--- src/hdl/uv7_pkg.sv ---
`timescale 1ns / 1ps
`default_nettype none
// ----------------------------------------------------------------------------
// UUIDv7 generator package
// Shared widths, register indexes, constants and control types.
// ----------------------------------------------------------------------------
package uv7_pkg;

  localparam int WORD_W    = 64;
  localparam int TS_W      = 48;
  localparam int CFG_IDX_W = 8;
  localparam int RAND_HI_W = 12;
  localparam int RAND_LO_W = 10;

  localparam logic [CFG_IDX_W-1:0] REG_SEED0 = 8'd0;
  localparam logic [CFG_IDX_W-1:0] REG_SEED1 = 8'd1;
  localparam logic [CFG_IDX_W-1:0] REG_SEED2 = 8'd2;
  localparam logic [CFG_IDX_W-1:0] REG_SEED3 = 8'd3;

  localparam logic [WORD_W-1:0] SEED0_RST = 64'd1;
  localparam logic [WORD_W-1:0] SEED1_RST = 64'd0;
  localparam logic [WORD_W-1:0] SEED2_RST = 64'd0;
  localparam logic [WORD_W-1:0] SEED3_RST = 64'd0;

  localparam logic [3:0] UUID_VERSION = 4'h7;
  localparam logic [1:0] UUID_VARIANT = 2'b10;

  localparam int ROT_RES = 7;
  localparam int ROT_S3  = 45;
  localparam int SHL_T   = 17;

  typedef struct packed {
    logic draw1;
    logic draw2;
    logic fin1;
    logic load;
  } uv7_cmd_t;

  typedef struct packed {
    logic out_free;
  } uv7_stat_t;

  function automatic logic [WORD_W-1:0] rotl(input logic [WORD_W-1:0] v, input int amt);
    return (v << amt) | (v >> (WORD_W - amt));
  endfunction

  function automatic logic [WORD_W-1:0] mul5(input logic [WORD_W-1:0] v);
    return (v << 2) + v;
  endfunction

  function automatic logic [WORD_W-1:0] mul9(input logic [WORD_W-1:0] v);
    return (v << 3) + v;
  endfunction

endpackage
`default_nettype wire

--- src/hdl/uv7_if.sv ---
`timescale 1ns / 1ps
`default_nettype none
// ----------------------------------------------------------------------------
// UUIDv7 channel interfaces
// Request, response and configuration write channels with valid/ready.
// ----------------------------------------------------------------------------
interface uv7_req_if;
  import uv7_pkg::*;
  logic            valid;
  logic            ready;
  logic [TS_W-1:0] timestamp_ms;
  modport source (output valid, output timestamp_ms, input ready);
  modport sink   (input valid, input timestamp_ms, output ready);
endinterface

interface uv7_rsp_if;
  import uv7_pkg::*;
  logic              valid;
  logic              ready;
  logic [WORD_W-1:0] uuid_upper;
  logic [WORD_W-1:0] uuid_lower;
  modport source (output valid, output uuid_upper, output uuid_lower, input ready);
  modport sink   (input valid, input uuid_upper, input uuid_lower, output ready);
endinterface

interface uv7_cfg_if;
  import uv7_pkg::*;
  logic                 valid;
  logic                 ready;
  logic [CFG_IDX_W-1:0] index;
  logic [WORD_W-1:0]    data;
  modport source (output valid, output index, output data, input ready);
  modport sink   (input valid, input index, input data, output ready);
endinterface
`default_nettype wire

--- src/hdl/uv7_ctrl.sv ---
`timescale 1ns / 1ps
`default_nettype none
// ----------------------------------------------------------------------------
// UUIDv7 controller
// Sequences two generator draws and the result finish steps per request.
// ----------------------------------------------------------------------------
module uv7_ctrl import uv7_pkg::*; (
  input  wire logic      clk_i,
  input  wire logic      rst_ni,
  input  wire logic      req_valid_i,
  output logic           req_ready_o,
  input  wire uv7_stat_t stat_i,
  output uv7_cmd_t       cmd_o
);

  typedef enum logic [1:0] {
    S_IDLE,
    S_DRAW2,
    S_FIN1,
    S_FIN2
  } state_e;

  state_e state_q, state_d;
  logic   fire;

  assign req_ready_o = (state_q == S_IDLE) || ((state_q == S_FIN2) && stat_i.out_free);
  assign fire        = req_valid_i && req_ready_o;

  always_comb begin
    cmd_o       = '0;
    cmd_o.draw1 = fire;
    cmd_o.draw2 = (state_q == S_DRAW2);
    cmd_o.fin1  = (state_q == S_FIN1);
    cmd_o.load  = (state_q == S_FIN2) && stat_i.out_free;
  end

  always_comb begin
    state_d = state_q;
    case (state_q)
      S_IDLE: begin
        if (fire) state_d = S_DRAW2;
      end
      S_DRAW2: state_d = S_FIN1;
      S_FIN1:  state_d = S_FIN2;
      S_FIN2: begin
        if (stat_i.out_free) state_d = fire ? S_DRAW2 : S_IDLE;
      end
      default: state_d = S_IDLE;
    endcase
  end

  always_ff @(posedge clk_i or negedge rst_ni) begin
    if (!rst_ni) begin
      state_q <= S_IDLE;
    end else begin
      state_q <= state_d;
    end
  end

endmodule
`default_nettype wire

--- src/hdl/uv7_datapath.sv ---
`timescale 1ns / 1ps
`default_nettype none
// ----------------------------------------------------------------------------
// UUIDv7 datapath
// Seed registers, xoshiro256** state, output scrambler and result register.
// ----------------------------------------------------------------------------
module uv7_datapath import uv7_pkg::*; (
  input  wire logic                 clk_i,
  input  wire logic                 rst_ni,
  input  wire uv7_cmd_t             cmd_i,
  output uv7_stat_t                 stat_o,
  input  wire logic [TS_W-1:0]      timestamp_ms_i,
  input  wire logic                 cfg_we_i,
  input  wire logic [CFG_IDX_W-1:0] cfg_index_i,
  input  wire logic [WORD_W-1:0]    cfg_data_i,
  input  wire logic                 rsp_ready_i,
  output logic                      rsp_valid_o,
  output logic [WORD_W-1:0]         uuid_upper_o,
  output logic [WORD_W-1:0]         uuid_lower_o
);

  logic [WORD_W-1:0] seed_q [4];
  logic [WORD_W-1:0] g_q    [4];
  logic [WORD_W-1:0] g_d    [4];
  logic [WORD_W-1:0] w      [4];
  logic [WORD_W-1:0] n2, n3, t;
  logic [WORD_W-1:0] p_q, m_q, r1_q, r2;
  logic [TS_W-1:0]   ts_q;
  logic              out_valid_q;
  logic [WORD_W-1:0] upper_q, lower_q;
  logic              draw;

  assign draw = cmd_i.draw1 || cmd_i.draw2;

  // one xoshiro256** step, reseeding when word 0 is zero
  always_comb begin
    for (int i = 0; i < 4; i++) begin
      w[i] = (g_q[0] == '0) ? seed_q[i] : g_q[i];
    end
    t      = w[1] << SHL_T;
    n2     = w[2] ^ w[0];
    n3     = w[3] ^ w[1];
    g_d[0] = w[0] ^ n3;
    g_d[1] = w[1] ^ n2;
    g_d[2] = n2 ^ t;
    g_d[3] = rotl(n3, ROT_S3);
  end

  assign r2 = mul9(rotl(m_q, ROT_RES));

  assign stat_o.out_free = !out_valid_q || rsp_ready_i;

  always_ff @(posedge clk_i or negedge rst_ni) begin
    if (!rst_ni) begin
      seed_q[0] <= SEED0_RST;
      seed_q[1] <= SEED1_RST;
      seed_q[2] <= SEED2_RST;
      seed_q[3] <= SEED3_RST;
      for (int i = 0; i < 4; i++) g_q[i] <= '0;
      out_valid_q <= 1'b0;
    end else begin
      if (cfg_we_i) begin
        case (cfg_index_i)
          REG_SEED0: seed_q[0] <= cfg_data_i;
          REG_SEED1: seed_q[1] <= cfg_data_i;
          REG_SEED2: seed_q[2] <= cfg_data_i;
          REG_SEED3: seed_q[3] <= cfg_data_i;
          default: ;
        endcase
      end
      if (draw) begin
        for (int i = 0; i < 4; i++) g_q[i] <= g_d[i];
      end
      if (cmd_i.load) begin
        out_valid_q <= 1'b1;
      end else if (rsp_ready_i) begin
        out_valid_q <= 1'b0;
      end
    end
  end

  always_ff @(posedge clk_i) begin
    if (cmd_i.draw1) ts_q <= timestamp_ms_i;
    if (draw) p_q <= w[1];
    if (cmd_i.draw2 || cmd_i.fin1) m_q <= mul5(p_q);
    if (cmd_i.fin1) r1_q <= mul9(rotl(m_q, ROT_RES));
    if (cmd_i.load) begin
      upper_q <= {ts_q, UUID_VERSION, r1_q[WORD_W-1 -: RAND_HI_W]};
      lower_q <= {UUID_VARIANT, r1_q[WORD_W-RAND_HI_W-1:0], r2[WORD_W-1 -: RAND_LO_W]};
    end
  end

  assign rsp_valid_o  = out_valid_q;
  assign uuid_upper_o = upper_q;
  assign uuid_lower_o = lower_q;

endmodule
`default_nettype wire

--- src/hdl/uuid_v7_generator_xoshiro.sv ---
`timescale 1ns / 1ps
`default_nettype none
// ----------------------------------------------------------------------------
// UUIDv7 generator with xoshiro256** source
// Response valid follows the request beat once the second draw, the finish
// steps and the result load are done. Two generator steps per request; a new
// request is taken only in idle or with the load, and stalls on a held response.
// Reset: generator state cleared, seeds at 1/0/0/0, first draw reseeds.
// ----------------------------------------------------------------------------
module uuid_v7_generator_xoshiro import uv7_pkg::*; (
  input  wire logic clk_i,
  input  wire logic rst_ni,
  uv7_req_if.sink   req_i,
  uv7_rsp_if.source rsp_o,
  uv7_cfg_if.sink   cfg_i
);

  uv7_cmd_t  cmd;
  uv7_stat_t stat;
  logic      req_ready;

  assign req_i.ready = req_ready;
  assign cfg_i.ready = 1'b1;

  uv7_ctrl u_ctrl (
    .clk_i       (clk_i),
    .rst_ni      (rst_ni),
    .req_valid_i (req_i.valid),
    .req_ready_o (req_ready),
    .stat_i      (stat),
    .cmd_o       (cmd)
  );

  uv7_datapath u_dp (
    .clk_i          (clk_i),
    .rst_ni         (rst_ni),
    .cmd_i          (cmd),
    .stat_o         (stat),
    .timestamp_ms_i (req_i.timestamp_ms),
    .cfg_we_i       (cfg_i.valid),
    .cfg_index_i    (cfg_i.index),
    .cfg_data_i     (cfg_i.data),
    .rsp_ready_i    (rsp_o.ready),
    .rsp_valid_o    (rsp_o.valid),
    .uuid_upper_o   (rsp_o.uuid_upper),
    .uuid_lower_o   (rsp_o.uuid_lower)
  );

  a_accept_then_draw2: assert property (@(posedge clk_i) disable iff (!rst_ni)
    (req_i.valid && req_ready) |=> cmd.draw2)
    else $error("second draw did not follow accepted beat");

  a_draw2_then_fin1: assert property (@(posedge clk_i) disable iff (!rst_ni)
    cmd.draw2 |=> (cmd.fin1 && !cmd.draw1))
    else $error("finish step did not follow second draw");

  a_load_when_free: assert property (@(posedge clk_i) disable iff (!rst_ni)
    cmd.load |-> (!rsp_o.valid || rsp_o.ready))
    else $error("result loaded over a held response");

  a_load_then_valid: assert property (@(posedge clk_i) disable iff (!rst_ni)
    cmd.load |=> rsp_o.valid)
    else $error("response not valid after load");

endmodule
`default_nettype wire

--- src/flat_wrapper.sv ---
// flat-port wrapper written by rule: the top's interface ports become plain ports
module uuid_v7_generator_xoshiro_flat import uv7_pkg::*;
  (clk_i, rst_ni, req_i_valid, req_i_timestamp_ms, req_i_ready, rsp_o_valid, rsp_o_uuid_upper, rsp_o_uuid_lower, rsp_o_ready, cfg_i_valid, cfg_i_index, cfg_i_data, cfg_i_ready);
  uv7_req_if req_i_i ();
  uv7_rsp_if rsp_o_i ();
  uv7_cfg_if cfg_i_i ();
  input  wire logic clk_i;
  input  wire logic rst_ni;
  input wire logic [$bits(req_i_i.valid)-1:0] req_i_valid;
  input wire logic [$bits(req_i_i.timestamp_ms)-1:0] req_i_timestamp_ms;
  output wire logic [$bits(req_i_i.ready)-1:0] req_i_ready;
  output wire logic [$bits(rsp_o_i.valid)-1:0] rsp_o_valid;
  output wire logic [$bits(rsp_o_i.uuid_upper)-1:0] rsp_o_uuid_upper;
  output wire logic [$bits(rsp_o_i.uuid_lower)-1:0] rsp_o_uuid_lower;
  input wire logic [$bits(rsp_o_i.ready)-1:0] rsp_o_ready;
  input wire logic [$bits(cfg_i_i.valid)-1:0] cfg_i_valid;
  input wire logic [$bits(cfg_i_i.index)-1:0] cfg_i_index;
  input wire logic [$bits(cfg_i_i.data)-1:0] cfg_i_data;
  output wire logic [$bits(cfg_i_i.ready)-1:0] cfg_i_ready;
  assign req_i_i.valid = req_i_valid;
  assign req_i_i.timestamp_ms = req_i_timestamp_ms;
  assign req_i_ready = req_i_i.ready;
  assign rsp_o_valid = rsp_o_i.valid;
  assign rsp_o_uuid_upper = rsp_o_i.uuid_upper;
  assign rsp_o_uuid_lower = rsp_o_i.uuid_lower;
  assign rsp_o_i.ready = rsp_o_ready;
  assign cfg_i_i.valid = cfg_i_valid;
  assign cfg_i_i.index = cfg_i_index;
  assign cfg_i_i.data = cfg_i_data;
  assign cfg_i_ready = cfg_i_i.ready;
  uuid_v7_generator_xoshiro u_core (.clk_i(clk_i), .rst_ni(rst_ni), .req_i(req_i_i), .rsp_o(rsp_o_i), .cfg_i(cfg_i_i));
endmodule
--- config.mk ---
export PLATFORM = sky130hd
export DESIGN_NAME = uuid_v7_generator_xoshiro_flat
export DESIGN_NICKNAME = d
export VERILOG_FILES = /design/src/hdl/uv7_pkg.sv /design/src/hdl/uv7_if.sv /design/src/hdl/uv7_ctrl.sv /design/src/hdl/uv7_datapath.sv /design/src/hdl/uuid_v7_generator_xoshiro.sv /design/src/flat_wrapper.sv
export SDC_FILE = /design/constraint.sdc
export NUM_CORES = 2
export LEC_CHECK = 0
export ABC_AREA = 1
export BUFFER_PORTS_ARGS = -buffer_cell sky130_fd_sc_hd__buf_2
export CAP_MARGIN = 20
export CORE_MARGIN = 2
export CORE_UTILIZATION = 45
export CTS_CLUSTER_DIAMETER = 50
export DETAILED_ROUTE_END_ITERATION = 16
export HOLD_SLACK_MARGIN = 0.06
export PLACE_DENSITY = 0.63
export SLEW_MARGIN = 40
export SYNTH_ARGS = -nofsm -noshare
export SYNTH_HDL_FRONTEND = slang
export SYNTH_SLANG_ARGS = --single-unit
--- constraint.sdc ---
create_clock -name clk_i -period 6.7 [get_ports clk_i]
set_input_delay 1.34 -clock clk_i [delete_from_list [all_inputs] [get_ports clk_i]]
set_output_delay 1.34 -clock clk_i [all_outputs]
set_load 0.02 [all_outputs]
Yosys cells after proc, flatten, opt, wreduce, memory -nomap -nowiden
Index checks and enable logic that the tools add are counted.

word-level totals
  bits in registers = 877
  input port bits = 125
  output and inout bits = 131
  word-level logic and storage cells = 59

cells by class
  $add $sub $neg = 2
  equal/unequal tests = 8
  muxes and demuxes = 10
  bitwise operators = 7
  reduce and logical (&&, ||, !) cells = 16

operator list
  cell                  number
  $xor A64 B64 Y64      5
  $mux W64              4
  $add A64 B64 Y64      2
  $logic_not A64 Y1     1
  $or A64 B45 Y64       1
  $or A64 B7 Y64        1
  $eq A8 B2 Y1 const B  2
  $reduce_and A2 Y1     5
  $eq A8 B1 Y1 const B  1
  $logic_not A8 Y1      1
  $pmux W2 S4           1
  $eq A2 B2 Y1 const B  2
  $logic_or A1 B1 Y1    4
  $mux W2               2
  $ne A2 B2 Y1 const B  2
  $mux W1               3
  $eq A2 B1 Y1 const B  1
  $logic_and A1 B1 Y1   2
  $logic_not A2 Y1      1
  $reduce_bool A2 Y1    1
  $logic_not A1 Y1      1

Depth between registers and ports, before layout
  depth after elaboration = 8
  gate-level depth with buffers = 15
  gate-level depth less buffers = 14

Modules after synthesis
A second synthesis with hierarchy kept.

second synthesis, totals
  cells, all modules = 6782
  area total of the unflattened synthesis = 50774.9 um^2

by module, submodules not included
  module                     times used  cells an instance  area an instance (um^2)  seq. area each (um^2)
  uv7_datapath               1           6749               50542.2                  23709.0
  uv7_ctrl                   1           31                 221.5                    50.0
  uuid_v7_generator_xoshiro  1           2                  11.3                     0.0

Worst setup path before layout
No wires, ideal clock.

  path type = input port to flip-flop
  start = in rsp_o_ready
  end = reg u_core.u_dp.p_q[0] (enable)
  setup time = 0.453 ns
  arrival = 4.830 ns
  required time = 6.247 ns
  path slack = 1.417 ns
  stages on the path = 11
  buffers on the path = 3
  path through = inv_1 > nand2_1 > nand2_1 > nand2_1 > nand2_1 > inv_2 > nor2_1 > buf_2 > clkinv_1 > buf_2 > buf_1

RTL lines
  element               RTL line            source
  start, declared       flat_wrapper.sv:15  input wire logic [$bits(rsp_o_i.ready)-1:0] rsp_o_ready;
  end signal, assigned  uv7_datapath.sv:84  if (draw) p_q <= w[1];
  end, declared         uv7_datapath.sv:27  logic [WORD_W-1:0] p_q, m_q, r1_q, r2;

Final worst setup path
  start = reg u_core.u_dp.g_q[253] (netlist name)
  end = reg u_core.u_dp.g_q[224] (netlist name)

between the ends
  cells in the longest elaborated chain, start to end = 4
  elaborated cells on any way between the ends = 6
  those cells by class = mux (3); bitwise (2); reduce/logical (1)

RTL lines
  element                      RTL line            source
  start, declared              uv7_datapath.sv:23  logic [WORD_W-1:0] g_q [4];
  $logic_not A64 Y1            uv7_datapath.sv:38  w[i] = (g_q[0] == '0) ? seed_q[i] : g_q[i];
  $mux W64                     uv7_datapath.sv:38
  named net u_core.u_dp.t[49]  uv7_datapath.sv:26  logic [WORD_W-1:0] n2, n3, t;
  $xor A64 B64 Y64             uv7_datapath.sv:42  n3 = w[3] ^ w[1];
  $xor A64 B64 Y64             uv7_datapath.sv:43  g_d[0] = w[0] ^ n3;

The timed path passes the listed nets, and every way through them passes these cells.
A chain may end at the register's enable or synchronous reset.

==> flow_results.xml <==
<?xml version="1.0" encoding="UTF-8"?>
<metrics>
  <group name="run_status">
    <metric name="status" unit="">finished clean</metric>
  </group>
  <group name="floorplan">
    <metric name="fp.dieArea" unit="um2">115200</metric>
    <metric name="initial_core_util" unit="%">45.17</metric>
    <metric name="die_boundary_width" unit="um">339.3</metric>
    <metric name="core" unit="um2">112000</metric>
    <metric name="ios" unit="">256</metric>
    <metric name="die_h" unit="um">339.3</metric>
    <metric name="num_rows" unit="">123</metric>
  </group>
  <group name="global_route">
    <metric name="globalRouteTotalUtil" unit="%">26.79</metric>
    <metric name="number_of_global_route_vias_before_repair" unit="">41876</metric>
    <metric name="grt_antenna_before_repair" unit="">10</metric>
    <metric name="pin_count_of_the_biggest_net_entering_global_routing" unit="">190</metric>
    <metric name="global_route.overflow_total" unit="">0</metric>
    <metric name="grt_pass1_wl" unit="mm">240.7</metric>
  </group>
  <group name="synthesis">
    <metric name="mappedNetlistArea" unit="um2">50610</metric>
    <metric name="ys_seq_elements" unit="">877</metric>
    <metric name="yosysWarningCount" unit="">0</metric>
    <metric name="netlist_cell_types" unit="">42</metric>
    <metric name="main_area_contributors_after_synthesis" unit="">dfrtp_1 25%, edfxtp_1 21%, nand2_1 19%</metric>
    <metric name="yosysTopAreaCellShare" unit="%">25.42</metric>
    <metric name="yosysSeqAreaShare" unit="%">46.95</metric>
    <metric name="synth_top_cell_by_area" unit="">dfrtp_1</metric>
    <metric name="syn-instance-count" unit="">6737</metric>
    <metric name="average_cell_area_after_synthesis" unit="um2">7.512</metric>
  </group>
  <group name="cts">
    <metric name="cts-root-buf" unit="">clkbuf_16</metric>
    <metric name="post_cts_resized" unit="">0</metric>
    <metric name="cts-buffers-inserted" unit="">113</metric>
    <metric name="tritoncts" unit="">built</metric>
    <metric name="cts.htree.levels" unit="">3</metric>
    <metric name="clkSlewWorstSetupHoldPaths" unit="ns">0.06</metric>
    <metric name="holdBufCountCts" unit="">0</metric>
    <metric name="clock_path_buffers" unit="">3</metric>
    <metric name="post-cts-setup-buffer-count" unit="">0</metric>
    <metric name="worst_skew_pair.late_latency" unit="ns">0.74</metric>
    <metric name="cts.sink_count" unit="">877</metric>
  </group>
  <group name="placement">
    <metric name="port_buffers" unit="">248</metric>
    <metric name="place.detailed.hpwl" unit="mm">113.0</metric>
    <metric name="dp.cells" unit="">8252</metric>
    <metric name="gpl.final_weighted_congestion" unit="">0.9802</metric>
  </group>
  <group name="power">
    <metric name="power.density" unit="nW/um2">573.7</metric>
    <metric name="ir_worst_vdd" unit="V">0.0003852</metric>
    <metric name="power.total" unit="mW">32.71</metric>
    <metric name="cellLeakagePower" unit="nW">27.72</metric>
  </group>
  <group name="critical_path">
    <metric name="regToRegEndpoint" unit="">u_core.u_dp.g_q[224]$_DFFE_PN0P_</metric>
    <metric name="worst_setup_path_end_kind" unit="">flip-flop</metric>
    <metric name="worst_path_dominant_cell_family" unit="">simple AND/OR/NAND/NOR gates</metric>
    <metric name="worst_setup_path_startpoint" unit="">u_core.u_dp.g_q[253]$_DFFE_PN0P_</metric>
    <metric name="timing.rr.start" unit="">u_core.u_dp.g_q[253]$_DFFE_PN0P_</metric>
    <metric name="startpoint_type" unit="">flip-flop</metric>
    <metric name="type_of_the_worst_setup_path" unit="">flip-flop to flip-flop</metric>
    <metric name="cp_common_cell" unit="">nand2_1</metric>
    <metric name="cp_data_required_time" unit="ns">7.30</metric>
    <metric name="r2r_cells" unit="">15</metric>
    <metric name="worst-path-buf-inv" unit="">3</metric>
    <metric name="crit_end" unit="">u_core.u_dp.g_q[224]$_DFFE_PN0P_</metric>
    <metric name="crit_cells" unit="">15</metric>
    <metric name="worst_path_max_delay_cell" unit="">buf_12</metric>
    <metric name="cpPeakStageDelay" unit="ns">0.52</metric>
    <metric name="worst-endpoint-arrival" unit="ns">4.68</metric>
    <metric name="cp_cell_sequence" unit="">nor2_1, nand3_1, nor2_1, nand2_1, nor2_4, buf_12, buf_16, buf_12, nand3_1, nand2_1, nand2_1, nand2_1, nand2_1, nand3_1, nand2_1</metric>
    <metric name="r2r_setup_slack" unit="ns">2.62</metric>
    <metric name="cp_max_fo" unit="">167</metric>
  </group>
  <group name="layout">
    <metric name="area_delta_synth_final" unit="%">12.65</metric>
    <metric name="multi_input_gate_area_in_the_final_layout" unit="um2">23110</metric>
    <metric name="drive_gt1_share" unit="%">7.089</metric>
    <metric name="postLayoutCoreUtil" unit="%">50.88</metric>
    <metric name="fillers" unit="">11018</metric>
    <metric name="mostFrequentLayoutCell" unit="">nand2_1</metric>
    <metric name="final_cell_count_no_fill" unit="">8472</metric>
    <metric name="area.sequential" unit="um2">23760</metric>
    <metric name="most_frequent_cells_in_the_layout" unit="">2,590 x nand2_1, 777 x nand3_1, 654 x inv_1</metric>
    <metric name="final_nets" unit="">7124</metric>
  </group>
  <group name="detailed_routing">
    <metric name="antenna_nets_post_route" unit="">0</metric>
    <metric name="detail_route.wirelength" unit="mm">155.8</metric>
    <metric name="avgViaCountPerCell" unit="">5.280</metric>
    <metric name="detailroute.via_count" unit="">44736</metric>
    <metric name="detail_route.wl_per_cell" unit="um">18.39</metric>
    <metric name="remaining_drc_errors" unit="">0</metric>
    <metric name="number_of_drc_violations_after_detailed_routing_iteration_0" unit="">3371</metric>
    <metric name="drtPass1Iterations" unit="">6</metric>
  </group>
  <group name="flow_run">
    <metric name="number_of_maximum_capacitance_violations" unit="">0</metric>
  </group>
  <group name="sta">
    <metric name="timing.final.hold_violations" unit="">0</metric>
    <metric name="transition_time_at_the_pin_with_the_least_slew_margin" unit="ns">0.8711</metric>
    <metric name="worst_setup_skew_after_layout" unit="ns">0.06491</metric>
    <metric name="final.min_clock_period" unit="ns">4.084</metric>
    <metric name="timing.final.max_slew_violations" unit="">0</metric>
    <metric name="grt_setup_unrepaired" unit="">no</metric>
    <metric name="setup-tns-final" unit="ns">0</metric>
    <metric name="timing.final.crit_share" unit="%">60.96</metric>
    <metric name="timing.max_slew.rel_slack" unit="%">41.93</metric>
    <metric name="report.final.setup_viol" unit="">0</metric>
    <metric name="achievable-frequency" unit="MHz">244.8</metric>
  </group>
  <group name="hold_path">
    <metric name="worst_hold_class" unit="">flip-flop to flip-flop</metric>
  </group>
</metrics>
## registers in the layout, summed over array words and instances, names as in the netlist
signal / cells
u_core.u_dp.uuid_upper_o: 60
u_core.u_dp.r1_q: 64
u_core.u_ctrl.state_q: 2
u_core.u_dp.rsp_valid_o: 1
u_core.u_dp.g_q: 256
u_core.u_dp.uuid_lower_o: 62
u_core.u_dp.seed_q: 256
u_core.u_dp.m_q: 64
u_core.u_dp.p_q: 64
u_core.u_dp.ts_q: 48
## Yosys cell counts
library cell and number:
nand2_1 2594, nand3_1 777, inv_1 655, dfrtp_1 514
o21ai_0 436, edfxtp_1 362, nor2_1 361, nand3b_1 211
a21oi_1 168, ha_1 126, buf_2 118, clkbuf_1 103
xor2_1 63, nand4_1 62, buf_4 45, o21bai_1 23
nor3_1 20, nor4_1 12, o21ai_1 12, a21o_1 11
xnor2_1 10, a21boi_0 9, a31oi_1 5, o21a_1 5
buf_1 4, buf_6 4, o211ai_1 4, a31o_2 3
and2_1 2, conb_1 2, fa_1 2, nand2b_1 2
nor2_2 2, o22ai_1 2, and3_1 1, clkinv_1 1
dfstp_2 1, inv_2 1, nand2_2 1, nor3b_1 1
or2_2 1, or4_1 1
## cell families (layout without fill, tap and decap cells)
group                    count (synthesis)  after routing  share of synthesized area [%]
AND/OR/NAND/NOR                       4048           4048                          33.99
flip-flops                             877            877                          46.95
buffers and inverters                  931           1158                          7.590
adder cells (fa/ha/maj)                128            128                          3.194
AO/OA/AOI/OAI                          678            678                          7.002
XOR/XNOR                                73             73                          1.263
other                                    2             10                        0.01484
## per-stage QoR
stage | hold WS (ns) | area, um2 | worst slack, ns
after floorplan | 0.4003 | 50620 | 1.417
after global placement | 0.4001 | 52830 | 2.472
after detailed placement | 0.4045 | 52930 | 2.491
after CTS | 0.3656 | 56880 | 2.698
after global routing | 0.3909 | 57000 | 2.420
final | 0.3769 | 57010 | 2.616
## area by class of cell
class	instances	area share [%]
Antenna cell	3	0.01317
Clock buffer	148	5.441
Clock inverter	65	1.475
Inverter	657	4.344
Multi-Input combinational cell	4934	40.54
Sequential cell	877	41.68
Tap cell	1500	3.292
Timing Repair Buffer	288	3.213
## worst min path at each step
stage | slack [ns] | cells after the start | to | from
global placement | 0.40 | 0 | u_core.u_dp.uuid_upper_o[31]$_DFFE_PP_ | u_core.u_dp.ts_q[15]$_DFFE_PP_
CTS | 0.37 | 0 | u_core.u_dp.uuid_upper_o[26]$_DFFE_PP_ | u_core.u_dp.ts_q[10]$_DFFE_PP_
finish | 0.38 | 0 | u_core.u_dp.uuid_upper_o[26]$_DFFE_PP_ | u_core.u_dp.ts_q[10]$_DFFE_PP_
global route | 0.39 | 0 | u_core.u_dp.uuid_upper_o[26]$_DFFE_PP_ | u_core.u_dp.ts_q[10]$_DFFE_PP_
detailed placement | 0.40 | 0 | u_core.u_dp.uuid_lower_o[20]$_DFFE_PP_ | u_core.u_dp.r1_q[10]$_DFFE_PN_
floorplan | 0.40 | 0 | u_core.u_dp.uuid_lower_o[10]$_DFFE_PP_ | u_core.u_dp.r1_q[0]$_DFFE_PN_
## power by group
group / total [mW] / internal [mW] / switching (mW)
registers: 9.87 / 8.48 / 1.39
logic: 16.5 / 5.01 / 11.5
clock network: 6.32 / 3.83 / 2.48
total: 32.7 / 17.3 / 15.4
## per-layer routing
layer	global-route usage (%)	share of wire, %	up-vias
met3	3.187	5.3	345
met5	0	0.019	-
met1	34.30	42	20829
li1	-	-	22218
met4	14.34	6.0	4
met2	44.49	47	1340
Note: power is estimated with default switching activity, not from simulation.
